<file path="src/sv/t8ce_pkg.sv">
package t8ce_pkg;

  // item kinds on the input side
  localparam logic [1:0] KIND_EXEC  = 2'd0;
  localparam logic [1:0] KIND_SET   = 2'd1;
  localparam logic [1:0] KIND_CLEAR = 2'd2;
  localparam logic [1:0] KIND_LDRET = 2'd3;

  // opcodes, bits 19..17 of the instruction
  localparam logic [2:0] OPC_ADD   = 3'd0;
  localparam logic [2:0] OPC_ADDI  = 3'd1;
  localparam logic [2:0] OPC_MUL   = 3'd2;
  localparam logic [2:0] OPC_INV   = 3'd3;
  localparam logic [2:0] OPC_BR    = 3'd4;
  localparam logic [2:0] OPC_LOAD  = 3'd5;
  localparam logic [2:0] OPC_STORE = 3'd6;
  localparam logic [2:0] OPC_HALT  = 3'd7;

  // branch subcodes in the d field
  localparam logic [2:0] BR_EQ = 3'd0;
  localparam logic [2:0] BR_NE = 3'd1;
  localparam logic [2:0] BR_LT = 3'd2;

  // instruction field positions
  localparam int OPC_LSB = 17;
  localparam int D_LSB   = 14;
  localparam int S_LSB   = 11;
  localparam int T_LSB   = 8;

  // set-register index that addresses the pc
  localparam logic [3:0] PC_INDEX = 4'd8;

  localparam logic [1:0] LAT_NONE  = 2'd0;
  localparam logic [1:0] LAT_ONE   = 2'd1;
  localparam logic [1:0] LAT_TWO   = 2'd2;

  // queue geometry, shared by the decode queue and the result queue
  localparam int QDEPTH = 4;
  localparam int QIDX_W = $clog2(QDEPTH);
  localparam int QCNT_W = $clog2(QDEPTH + 1);

  typedef enum logic [3:0] {
    CLS_ADD,
    CLS_ADDI,
    CLS_MUL,
    CLS_INV,
    CLS_BEQ,
    CLS_BNE,
    CLS_BLT,
    CLS_BNOP,
    CLS_LOAD,
    CLS_STORE,
    CLS_HALT,
    CLS_SETR,
    CLS_SETPC,
    CLS_NOP,
    CLS_CLEAR,
    CLS_LDRET
  } cls_t;

  // decoded item; imm also carries the byte of set and load-return items
  typedef struct packed {
    cls_t       cls;
    logic [2:0] d;
    logic [2:0] s;
    logic [2:0] t;
    logic [7:0] imm;
  } uop_t;

  typedef struct packed {
    logic [7:0] next_pc;
    logic       mem_read;
    logic       mem_write;
    logic [7:0] mem_address;
    logic [7:0] store_data;
    logic       halted;
    logic [1:0] latency;
  } result_t;

endpackage

</file>
<file path="src/sv/tiny_8bit_cpu_executor.sv">
// channel  | handshake           | payload
// ---------+---------------------+------------------------------------------------
// items    | push / full         | kind, instruction, reg_index, value
// results  | pop / empty         | next_pc, mem_read, mem_write, mem_address,
//          |                     | store_data, halted, latency
//
// one item a cycle is taken while full is low and one result a cycle is given while
// results are popped; a transferred item is written into the decode queue, and the
// execute stage writes its result into the result queue, from where it reaches the ports;
// both queues are four deep, so full rises only when results are not popped
// rst (synchronous) empties both queues and zeroes registers, pc and flags
module tiny_8bit_cpu_executor (
  input  logic        clk,
  input  logic        rst,
  // item side
  input  logic        push,
  output logic        full,
  input  logic [1:0]  kind,
  input  logic [19:0] instruction,
  input  logic [3:0]  reg_index,
  input  logic [7:0]  value,
  // result side
  input  logic        pop,
  output logic        empty,
  output logic [7:0]  next_pc,
  output logic        mem_read,
  output logic        mem_write,
  output logic [7:0]  mem_address,
  output logic [7:0]  store_data,
  output logic        halted,
  output logic [1:0]  latency
);
  import t8ce_pkg::*;

  uop_t    dec_uop;   // classified item from the front end
  uop_t    q_uop;     // oldest waiting item at the head of the decode queue
  logic    q_empty;
  logic    q_pop;
  result_t res;

  // front end: classify the item, no state of its own
  t8ce_front u_front (
    .kind        (kind),
    .instruction (instruction),
    .reg_index   (reg_index),
    .value       (value),
    .uop         (dec_uop)
  );

  // decode queue: lets the front keep taking items while the back stalls
  t8ce_queue u_queue (
    .clk     (clk),
    .rst     (rst),
    .push    (push),
    .uop_in  (dec_uop),
    .full    (full),
    .pop     (q_pop),
    .empty   (q_empty),
    .uop_out (q_uop)
  );

  // back end: register file, pc, halt and load tracking, result queue
  t8ce_back u_back (
    .clk       (clk),
    .rst       (rst),
    .q_empty   (q_empty),
    .q_uop     (q_uop),
    .q_pop     (q_pop),
    .res_pop   (pop),
    .res_empty (empty),
    .res       (res)
  );

  assign next_pc     = res.next_pc;
  assign mem_read    = res.mem_read;
  assign mem_write   = res.mem_write;
  assign mem_address = res.mem_address;
  assign store_data  = res.store_data;
  assign halted      = res.halted;
  assign latency     = res.latency;

endmodule

</file>
<file path="src/sv/t8ce_front.sv">
module t8ce_front (
  input  logic [1:0]        kind,
  input  logic [19:0]       instruction,
  input  logic [3:0]        reg_index,
  input  logic [7:0]        value,
  output t8ce_pkg::uop_t    uop
);
  import t8ce_pkg::*;

  logic [2:0] opc;

  assign opc = instruction[OPC_LSB +: 3];

  always_comb begin
    uop.cls = CLS_NOP;
    uop.d   = instruction[D_LSB +: 3];
    uop.s   = instruction[S_LSB +: 3];
    uop.t   = instruction[T_LSB +: 3];
    uop.imm = instruction[7:0];
    unique case (kind)
      KIND_EXEC: begin
        unique case (opc)
          OPC_ADD:   uop.cls = CLS_ADD;
          OPC_ADDI:  uop.cls = CLS_ADDI;
          OPC_MUL:   uop.cls = CLS_MUL;
          OPC_INV:   uop.cls = CLS_INV;
          OPC_BR: begin
            unique case (instruction[D_LSB +: 3])
              BR_EQ:   uop.cls = CLS_BEQ;
              BR_NE:   uop.cls = CLS_BNE;
              BR_LT:   uop.cls = CLS_BLT;
              default: uop.cls = CLS_BNOP;
            endcase
          end
          OPC_LOAD:  uop.cls = CLS_LOAD;
          OPC_STORE: uop.cls = CLS_STORE;
          OPC_HALT:  uop.cls = CLS_HALT;
          default:   uop.cls = CLS_HALT;
        endcase
      end
      KIND_SET: begin
        uop.imm = value;
        uop.d   = reg_index[2:0];
        priority if (reg_index < PC_INDEX) begin
          uop.cls = CLS_SETR;
        end else if (reg_index == PC_INDEX) begin
          uop.cls = CLS_SETPC;
        end else begin
          uop.cls = CLS_NOP;
        end
      end
      KIND_CLEAR: uop.cls = CLS_CLEAR;
      KIND_LDRET: begin
        uop.cls = CLS_LDRET;
        uop.imm = value;
      end
      default: uop.cls = CLS_NOP;
    endcase
  end

endmodule

</file>
<file path="src/sv/t8ce_queue.sv">
module t8ce_queue (
  input  logic              clk,
  input  logic              rst,
  input  logic              push,
  input  t8ce_pkg::uop_t    uop_in,
  output logic              full,
  input  logic              pop,
  output logic              empty,
  output t8ce_pkg::uop_t    uop_out
);
  import t8ce_pkg::*;

  uop_t              mem [QDEPTH];
  logic [QIDX_W-1:0] wr_ptr;
  logic [QIDX_W-1:0] rd_ptr;
  logic [QCNT_W-1:0] count;
  logic              do_push;
  logic              do_pop;

  assign full    = (count == QCNT_W'(QDEPTH));
  assign empty   = (count == '0);
  assign do_push = push && !full;
  assign do_pop  = pop && !empty;
  assign uop_out = mem[rd_ptr];

  always_ff @(posedge clk) begin
    if (do_push) begin
      mem[wr_ptr] <= uop_in;
    end
  end

  always_ff @(posedge clk) begin
    if (rst) begin
      wr_ptr <= '0;
      rd_ptr <= '0;
      count  <= '0;
    end else begin
      if (do_push) wr_ptr <= wr_ptr + 1'b1;
      if (do_pop)  rd_ptr <= rd_ptr + 1'b1;
      count <= count + QCNT_W'(do_push) - QCNT_W'(do_pop);
    end
  end

endmodule

</file>
<file path="src/sv/t8ce_back.sv">
module t8ce_back (
  input  logic                clk,
  input  logic                rst,
  input  logic                q_empty,
  input  t8ce_pkg::uop_t      q_uop,
  output logic                q_pop,
  input  logic                res_pop,
  output logic                res_empty,
  output t8ce_pkg::result_t   res
);
  import t8ce_pkg::*;

  // architectural state
  logic [7:0] rf [8];
  logic [7:0] pc;
  logic       halt;
  logic       ldp;
  logic [2:0] ld_dest;

  logic [7:0] pc_next;
  logic       halt_next;
  logic       ldp_next;
  logic [2:0] ld_dest_next;
  logic       rf_we;
  logic [2:0] rf_wa;
  logic [7:0] rf_wd;
  logic       rf_clr;

  logic [7:0] rs;
  logic [7:0] rt;
  logic [7:0] pc_inc;
  logic [7:0] prod;
  logic       run;
  logic       take;
  result_t    r;

  // result queue
  result_t           rq [QDEPTH];
  logic [QIDX_W-1:0] wr_ptr;
  logic [QIDX_W-1:0] rd_ptr;
  logic [QCNT_W-1:0] count;
  logic              rq_full;
  logic              do_pop;

  assign rq_full   = (count == QCNT_W'(QDEPTH));
  assign res_empty = (count == '0);
  assign do_pop    = res_pop && !res_empty;
  assign res       = rq[rd_ptr];
  assign take      = !q_empty && !rq_full;
  assign q_pop     = take;

  assign rs     = rf[q_uop.s];
  assign rt     = rf[q_uop.t];
  assign pc_inc = pc + 8'd1;
  assign prod   = {4'b0, rs[7:4]} * {4'b0, rs[3:0]};
  assign run    = !halt && !ldp;

  always_comb begin
    pc_next      = pc;
    halt_next    = halt;
    ldp_next     = ldp;
    ld_dest_next = ld_dest;
    rf_we        = 1'b0;
    rf_wa        = q_uop.d;
    rf_wd        = '0;
    rf_clr       = 1'b0;
    r            = '0;
    unique case (q_uop.cls)
      CLS_ADD, CLS_ADDI, CLS_MUL, CLS_INV: begin
        if (run) begin
          rf_we   = 1'b1;
          pc_next = pc_inc;
          r.latency = LAT_ONE;
          unique case (q_uop.cls)
            CLS_ADD:  rf_wd = rs + rt;
            CLS_ADDI: rf_wd = rs + q_uop.imm;
            CLS_MUL: begin
              rf_wd     = prod;
              r.latency = LAT_TWO;
            end
            default:  rf_wd = ~rs;
          endcase
        end
      end
      CLS_BEQ, CLS_BNE, CLS_BLT: begin
        if (run) begin
          logic br;
          br = 1'b0;
          unique case (q_uop.cls)
            CLS_BEQ: br = (rs == rt);
            CLS_BNE: br = (rs != rt);
            default: br = (rs < rt);
          endcase
          pc_next   = br ? q_uop.imm : pc_inc;
          r.latency = br ? LAT_TWO : LAT_ONE;
        end
      end
      CLS_LOAD: begin
        if (run) begin
          r.mem_read    = 1'b1;
          r.mem_address = rt;
          ldp_next      = 1'b1;
          ld_dest_next  = q_uop.d;
          pc_next       = pc_inc;
        end
      end
      CLS_STORE: begin
        if (run) begin
          r.mem_write   = 1'b1;
          r.mem_address = rt;
          r.store_data  = rs;
          pc_next       = pc_inc;
        end
      end
      CLS_HALT: begin
        if (run) begin
          halt_next = 1'b1;
          pc_next   = pc_inc;
        end
      end
      CLS_SETR: begin
        rf_we = 1'b1;
        rf_wd = q_uop.imm;
      end
      CLS_SETPC: begin
        pc_next   = q_uop.imm;
        halt_next = 1'b0;
        ldp_next  = 1'b0;
      end
      CLS_CLEAR: begin
        rf_clr    = 1'b1;
        pc_next   = '0;
        halt_next = 1'b0;
        ldp_next  = 1'b0;
      end
      CLS_LDRET: begin
        if (ldp) begin
          rf_we    = 1'b1;
          rf_wa    = ld_dest;
          rf_wd    = q_uop.imm;
          ldp_next = 1'b0;
        end
      end
      default: ;
    endcase
    r.next_pc = pc_next;
    r.halted  = halt_next;
  end

  always_ff @(posedge clk) begin
    if (rst) begin
      for (int i = 0; i < 8; i++) rf[i] <= '0;
      pc      <= '0;
      halt    <= 1'b0;
      ldp     <= 1'b0;
      ld_dest <= '0;
    end else if (take) begin
      pc      <= pc_next;
      halt    <= halt_next;
      ldp     <= ldp_next;
      ld_dest <= ld_dest_next;
      if (rf_clr) begin
        for (int i = 0; i < 8; i++) rf[i] <= '0;
      end else if (rf_we) begin
        rf[rf_wa] <= rf_wd;
      end
    end
  end

  always_ff @(posedge clk) begin
    if (take) begin
      rq[wr_ptr] <= r;
    end
  end

  always_ff @(posedge clk) begin
    if (rst) begin
      wr_ptr <= '0;
      rd_ptr <= '0;
      count  <= '0;
    end else begin
      if (take)   wr_ptr <= wr_ptr + 1'b1;
      if (do_pop) rd_ptr <= rd_ptr + 1'b1;
      count <= count + QCNT_W'(take) - QCNT_W'(do_pop);
    end
  end

endmodule

</file>
<file path="config.mk">
export PLATFORM = sky130hd
export DESIGN_NAME = tiny_8bit_cpu_executor
export DESIGN_NICKNAME = d
export VERILOG_FILES = /design/src/sv/t8ce_pkg.sv /design/src/sv/tiny_8bit_cpu_executor.sv /design/src/sv/t8ce_front.sv /design/src/sv/t8ce_queue.sv /design/src/sv/t8ce_back.sv
export SDC_FILE = /design/constraint.sdc
export NUM_CORES = 1
export LEC_CHECK = 0
export BUFFER_PORTS_ARGS = -buffer_cell sky130_fd_sc_hd__buf_2
export CAP_MARGIN = 30
export CORE_UTILIZATION = 50
export CTS_CLUSTER_DIAMETER = 50
export DETAILED_ROUTE_END_ITERATION = 10
export HOLD_SLACK_MARGIN = 0.15
export PLACE_DENSITY = 0.69
export SLEW_MARGIN = 20
export SYNTH_ARGS = -nofsm -noshare
export SYNTH_HDL_FRONTEND = slang
export SYNTH_HIERARCHICAL = 1
export SYNTH_SLANG_ARGS = --single-unit
</file>
<file path="constraint.sdc">
create_clock -name clk -period 4.95 [get_ports clk]
set_clock_uncertainty 0.05 [all_clocks]
set_input_delay 0.495 -clock clk [delete_from_list [all_inputs] [get_ports clk]]
set_output_delay 0.495 -clock clk [all_outputs]
set_load 0.02 [all_outputs]
</file>
## Word level (Yosys, flattened, before mapping)

Memory sizes are Yosys's and may differ from the RTL's. A register that Yosys moved wholly into a read port is not among the register bits.
Index checks and enable logic that the tools add are counted.

- Input port bits: 38
- Memory bits (writable): 264
- Flip-flop bits (word level): 27
- Logic and storage cells: 163
- Memories: 3
- Output and inout port bits: 31

Memory list:

| name | depth | width | read ports | clocked after memory_dff | wr ports | line | RTL |
|---|---|---|---|---|---|---|---|
| u_back.rq | 4 | 29 | 1 | 1 | 1 | t8ce_back.sv:38 | `result_t rq [QDEPTH];` |
| u_queue.mem | 4 | 21 | 1 | 1 | 1 | t8ce_queue.sv:13 | `uop_t mem [QDEPTH];` |
| u_back.rf | 8 | 8 | 2 | 0 | 8 | t8ce_back.sv:14 | `logic [7:0] rf [8];` |

- Bitwise gates (word level): 9
- Multiply operators: 1
- Reductions and logical operators: 27
- Add/sub/neg operators: 11
- Eq/ne operators: 31
- Muxes and demuxes: 69
- Magnitude comparators: 2

Operators by type and width:

| operator | count |
|---|---|
| $mux 8 | 17 |
| $pmux 8 s3 | 2 |
| $eq 4x4->1 const B | 8 |
| $pmux 4 s8 | 1 |
| $pmux 8 s4 | 1 |
| $mux 1 | 26 |
| $eq 3x3->1 const B | 6 |
| $mux 17 | 1 |
| $add 8x8->8 | 2 |
| $mux 2 | 8 |
| $pmux 4 s4 | 1 |
| $pmux 8 s2 | 1 |
| $mux 3 | 5 |
| $eq 4x3->1 const B | 3 |
| $logic_not 3->1 | 4 |
| $eq 3x2->1 const B | 3 |
| $add 2x1->2 const B | 4 |
| $add 8x1->8 const B | 1 |
| $eq 4x2->1 const B | 2 |
| $eq 8x8->1 | 1 |
| $lt 8x8->1 | 1 |
| $mul 4x4->8 | 1 |
| $ne 8x8->1 | 1 |
| $not 8->8 | 1 |
| other kinds (24) | 49 |

## Depth between registers and ports, before layout

- Depth in word-level cells: 11
- Mapped depth: 19
- Gate-level depth less buffers: 16

## Cells and area by module

Netlist, hierarchy kept.

Modules (own cells, without submodules):

| module | area an instance (µm²) | sequential area each (µm²) | instances | cells an instance |
|---|---|---|---|---|
| t8ce_back | 10,443.8 | 5,845.6 | 1 | 797 |
| t8ce_queue | 3,508.4 | 2,702.6 | 1 | 160 |
| t8ce_front | 280.3 | 0.0 | 1 | 37 |

## Worst setup path before layout

OpenSTA, ideal clock, no wires.

- Path type: register -> register
- From: register with a tool-made name
- To: memory u_back.rf[0][7], data pin
- Setup time: 270 ps
- Setup slack: -215 ps
- Buffers on the path: 3
- Data required time: 4,630 ps
- Data arrival time: 4,844 ps
- Cell stages (with the launch flop): 20
- Clock period less this slack: 5,165 ps
- Cells stage by stage: dfxtp_1 buf_6 mux4_2 buf_4 buf_6 mux4_2 mux2i_1 inv_1 nand2_1 fa_1 inv_1 fa_1 ha_1 a211oi_1 o21bai_1 a21oi_1 xnor2_1 a22o_1 a221oi_4 nor2_1

RTL lines:

| element | line |
|---|---|
| to (decl) | t8ce_back.sv:14 |

==> impl_metrics.ini <==
[synthesis]
yosysSeqAreaShare_pct = 60.1
synth_cells = 994
synth_area_per_cell_um2 = 14.3
syn_nets = 1079
async_flop_share_pct = 0
synth_cell_type_count = 65
synth_seq_cells = 295
synth_edf_count = 264
synthFlopType = edfxtp_1
ys_warn_count = 6
syn_area_um2 = 14200

[floorplanning]
start_util_pct = 51.1
row_count = 61
core-area_um2 = 27900
die_w_um = 171
dieArea_um2 = 29100
die_y_um = 171
top_level_ports = 69

[worst_setup_path]
cpPeakStageDelay_ns = 0.59
worstSetupEndpointType = flip-flop
critPathBufInv = 4
crit_type = flip-flop to flip-flop
reg2reg_depth = 18
cp_max_fo = 9
crit_path_start_kind = flip-flop
cpLargestDelayFamily = multiplexers
slowest_stage = mux4_2
path_depth = 18
r2r-end = u_back/rf[7][7]
required_ns = 5.14
cp.arrival_ns = 5.05
cp-endpoint = u_back/rf[7][7]
cp_cell_sequence = mux4_2 -> buf_8 -> mux4_2 -> mux2i_4 -> inv_2 -> nand2_1 -> fa_1 -> inv_1 -> fa_1 -> ha_1 -> a211oi_2 -> o21bai_1 -> a21oi_2 -> xnor2_1 -> a22o_1 -> a221oi_4 -> buf_12 -> nor2_2
rrSetupSlack_ns = 0.1

[placement]
place_congestion = 0.911
dp_hpwl_um = 21500
port-buffer-count = 68
pre_cts_ws_ns = 0.0669

[run]
cap_violations = 0

[sta]
min_period_over_period_pct = 98.0
max_clock_freq_mhz = 206
finalHoldViolCount = 0
finalMaxSlewViolations = 0
slew_headroom_pct = 42.1
tns_ns = 0
min_period_ns = 4.85
rsz0062_at_grt = yes
tightest_slew_ns = 0.865
finalSetupViolations = 0
fin_ws_ns = 0.0988

[clock_network]
tritoncts = built
cts.sinks = 295
path_clk_slew_ns = 0.05
htree_levels = 2
worstSkewPairLatency_ns = 0.52
cts-root-buf = clkbuf_16
numCtsBuffers = 35
clockBufferDepth = 3

[final_layout]
nets = 1188
drive_above_1_share_pct = 26.7
layout_common_cells = edfxtp_1, nor2_1, mux4_2, buf_2, nand2_1
antenna_cells = 0
utilization_pct = 59.3
area_growth_pct = 16.1
layout_commonest_cell = edfxtp_1
fillers = 2120

[route]
drcViolationCount = 0
wl_per_cell_um = 20.7
routed_via_density = 5.85
vias = 8824
ant_nets = 0
drt_iter0_markers = 758
dr.pass1.iters = 7
drt-total-wl_um = 31200

[grt]
grt_first_pass_wirelength_um = 48800
grt_pass1_vias = 8815
track_usage_pct = 22.2
grt_max_degree = 33
overflow = 0
antenna_found_initial = 0

[min_path]
min_path_type = input pin to flip-flop

[power]
ir_worst_vdd_mv = 0.358
power.leakage_uw = 0.00594
fin_total_pwr_uw = 10300
power_density_nw_per_um2 = 622

[outcome]
status = finished clean
[routing by layer]
layer / vias to the layer above / wire length [um] / track usage, %
li1: 4030 / - / -
met1: 4372 / 13200 / 29.6
met2: 344 / 15100 / 37.0
met3: 78 / 2050 / 3.68
met4: 0 / 860 / 7.44
met5: - / 0 / 0
[power by group]
group | leakage (uW) | internal [uW] | switching, uW
registers | 0.00277 | 3310 | 201
logic | 0.00260 | 1750 | 2500
clock network | 0.000567 | 1520 | 1010
total | 0.00594 | 6570 | 3710
[synthesized netlist by cell type, drive strengths merged, types with 20 or more instances]
| library cell | number | share of area, % |
|---|---|---|
| nand3 | 21 | 0.74 |
| inv | 32 | 0.84 |
| a21oi | 45 | 1.6 |
| dfxtp | 31 | 4.4 |
| ha | 40 | 3.5 |
| nand2 | 61 | 1.6 |
| mux2i | 23 | 1.8 |
| buf | 28 | 1.3 |
| nor2 | 156 | 4.2 |
| clkbuf | 22 | 0.58 |
| o21ai | 20 | 0.70 |
| mux4 | 82 | 13 |
| edfxtp | 264 | 56 |
[cell families (layout without fill, tap and decap cells)]
| kind of cell | after synthesis | in the layout | share of synthesized area, % |
|---|---|---|---|
| adders and majority gates | 47 | 47 | 4.50 |
| and+or+nand+nor | 299 | 299 | 9.28 |
| buffers and inverters | 82 | 218 | 2.68 |
| xor gates and xnor gates | 27 | 27 | 1.71 |
| DFF | 295 | 295 | 60.1 |
| muxes | 116 | 116 | 15.7 |
| AOI/OAI and AO/OA | 128 | 128 | 6.09 |
[sequential cells by signal, indices dropped and copies added (netlist names), named ones only]
register and count:
u_back/count 3, u_back/halt 1, u_back/ld_dest 3, u_back/ldp 1
u_back/pc 8, u_back/rd_ptr 2, u_back/rf 64, u_back/rq 116
u_back/wr_ptr 2, u_queue/count 3, u_queue/mem 84, u_queue/rd_ptr 2
u_queue/wr_ptr 2
[per-stage QoR]
step	instances	area (um2)	hold slack [ns]
2_1_floorplan	994	14300	0.386
3_3_place_gp	1436	15200	0.398
3_5_place_dp	1441	15300	0.402
4_1_cts	1508	16500	0.151
5_1_grt	1508	16500	0.157
6_report	1508	16500	0.158
[worst min-delay path by stage]
stage	depth (start not counted)	to	start
2_1_floorplan	2	u_back/ld_dest[0]	u_back/ld_dest[0]
3_3_place_gp	2	u_back/ld_dest[0]	u_back/ld_dest[0]
3_5_place_dp	2	u_back/ld_dest[0]	u_back/ld_dest[0]
4_1_cts	1	u_queue/mem[1][12]	instruction[12]
5_1_grt	1	u_queue/mem[1][11]	instruction[11]
6_report	1	u_queue/mem[2][12]	instruction[12]
[what timing repair did]
action                                 in CTS  in global routing
endpoints found under the hold margin      12                  0
hold buffers                                3                  0
setup endpoints to repair                   0                 28
buffers inserted                            0                  0
resized for setup                           0                  9
[cell type report]
type / instances / area [um2] / share of cell area, %
Clock inverter: 22 / 230 / 1.39
Clock buffer: 42 / 922 / 5.58
Inverter: 32 / 120 / 0.727
Timing Repair Buffer: 122 / 823 / 4.98
Multi-Input combinational cell: 617 / 5400 / 32.7
Tap cell: 378 / 473 / 2.86
Sequential cell: 295 / 8550 / 51.8
No activity file was read; power rests on OpenSTA's default activity.
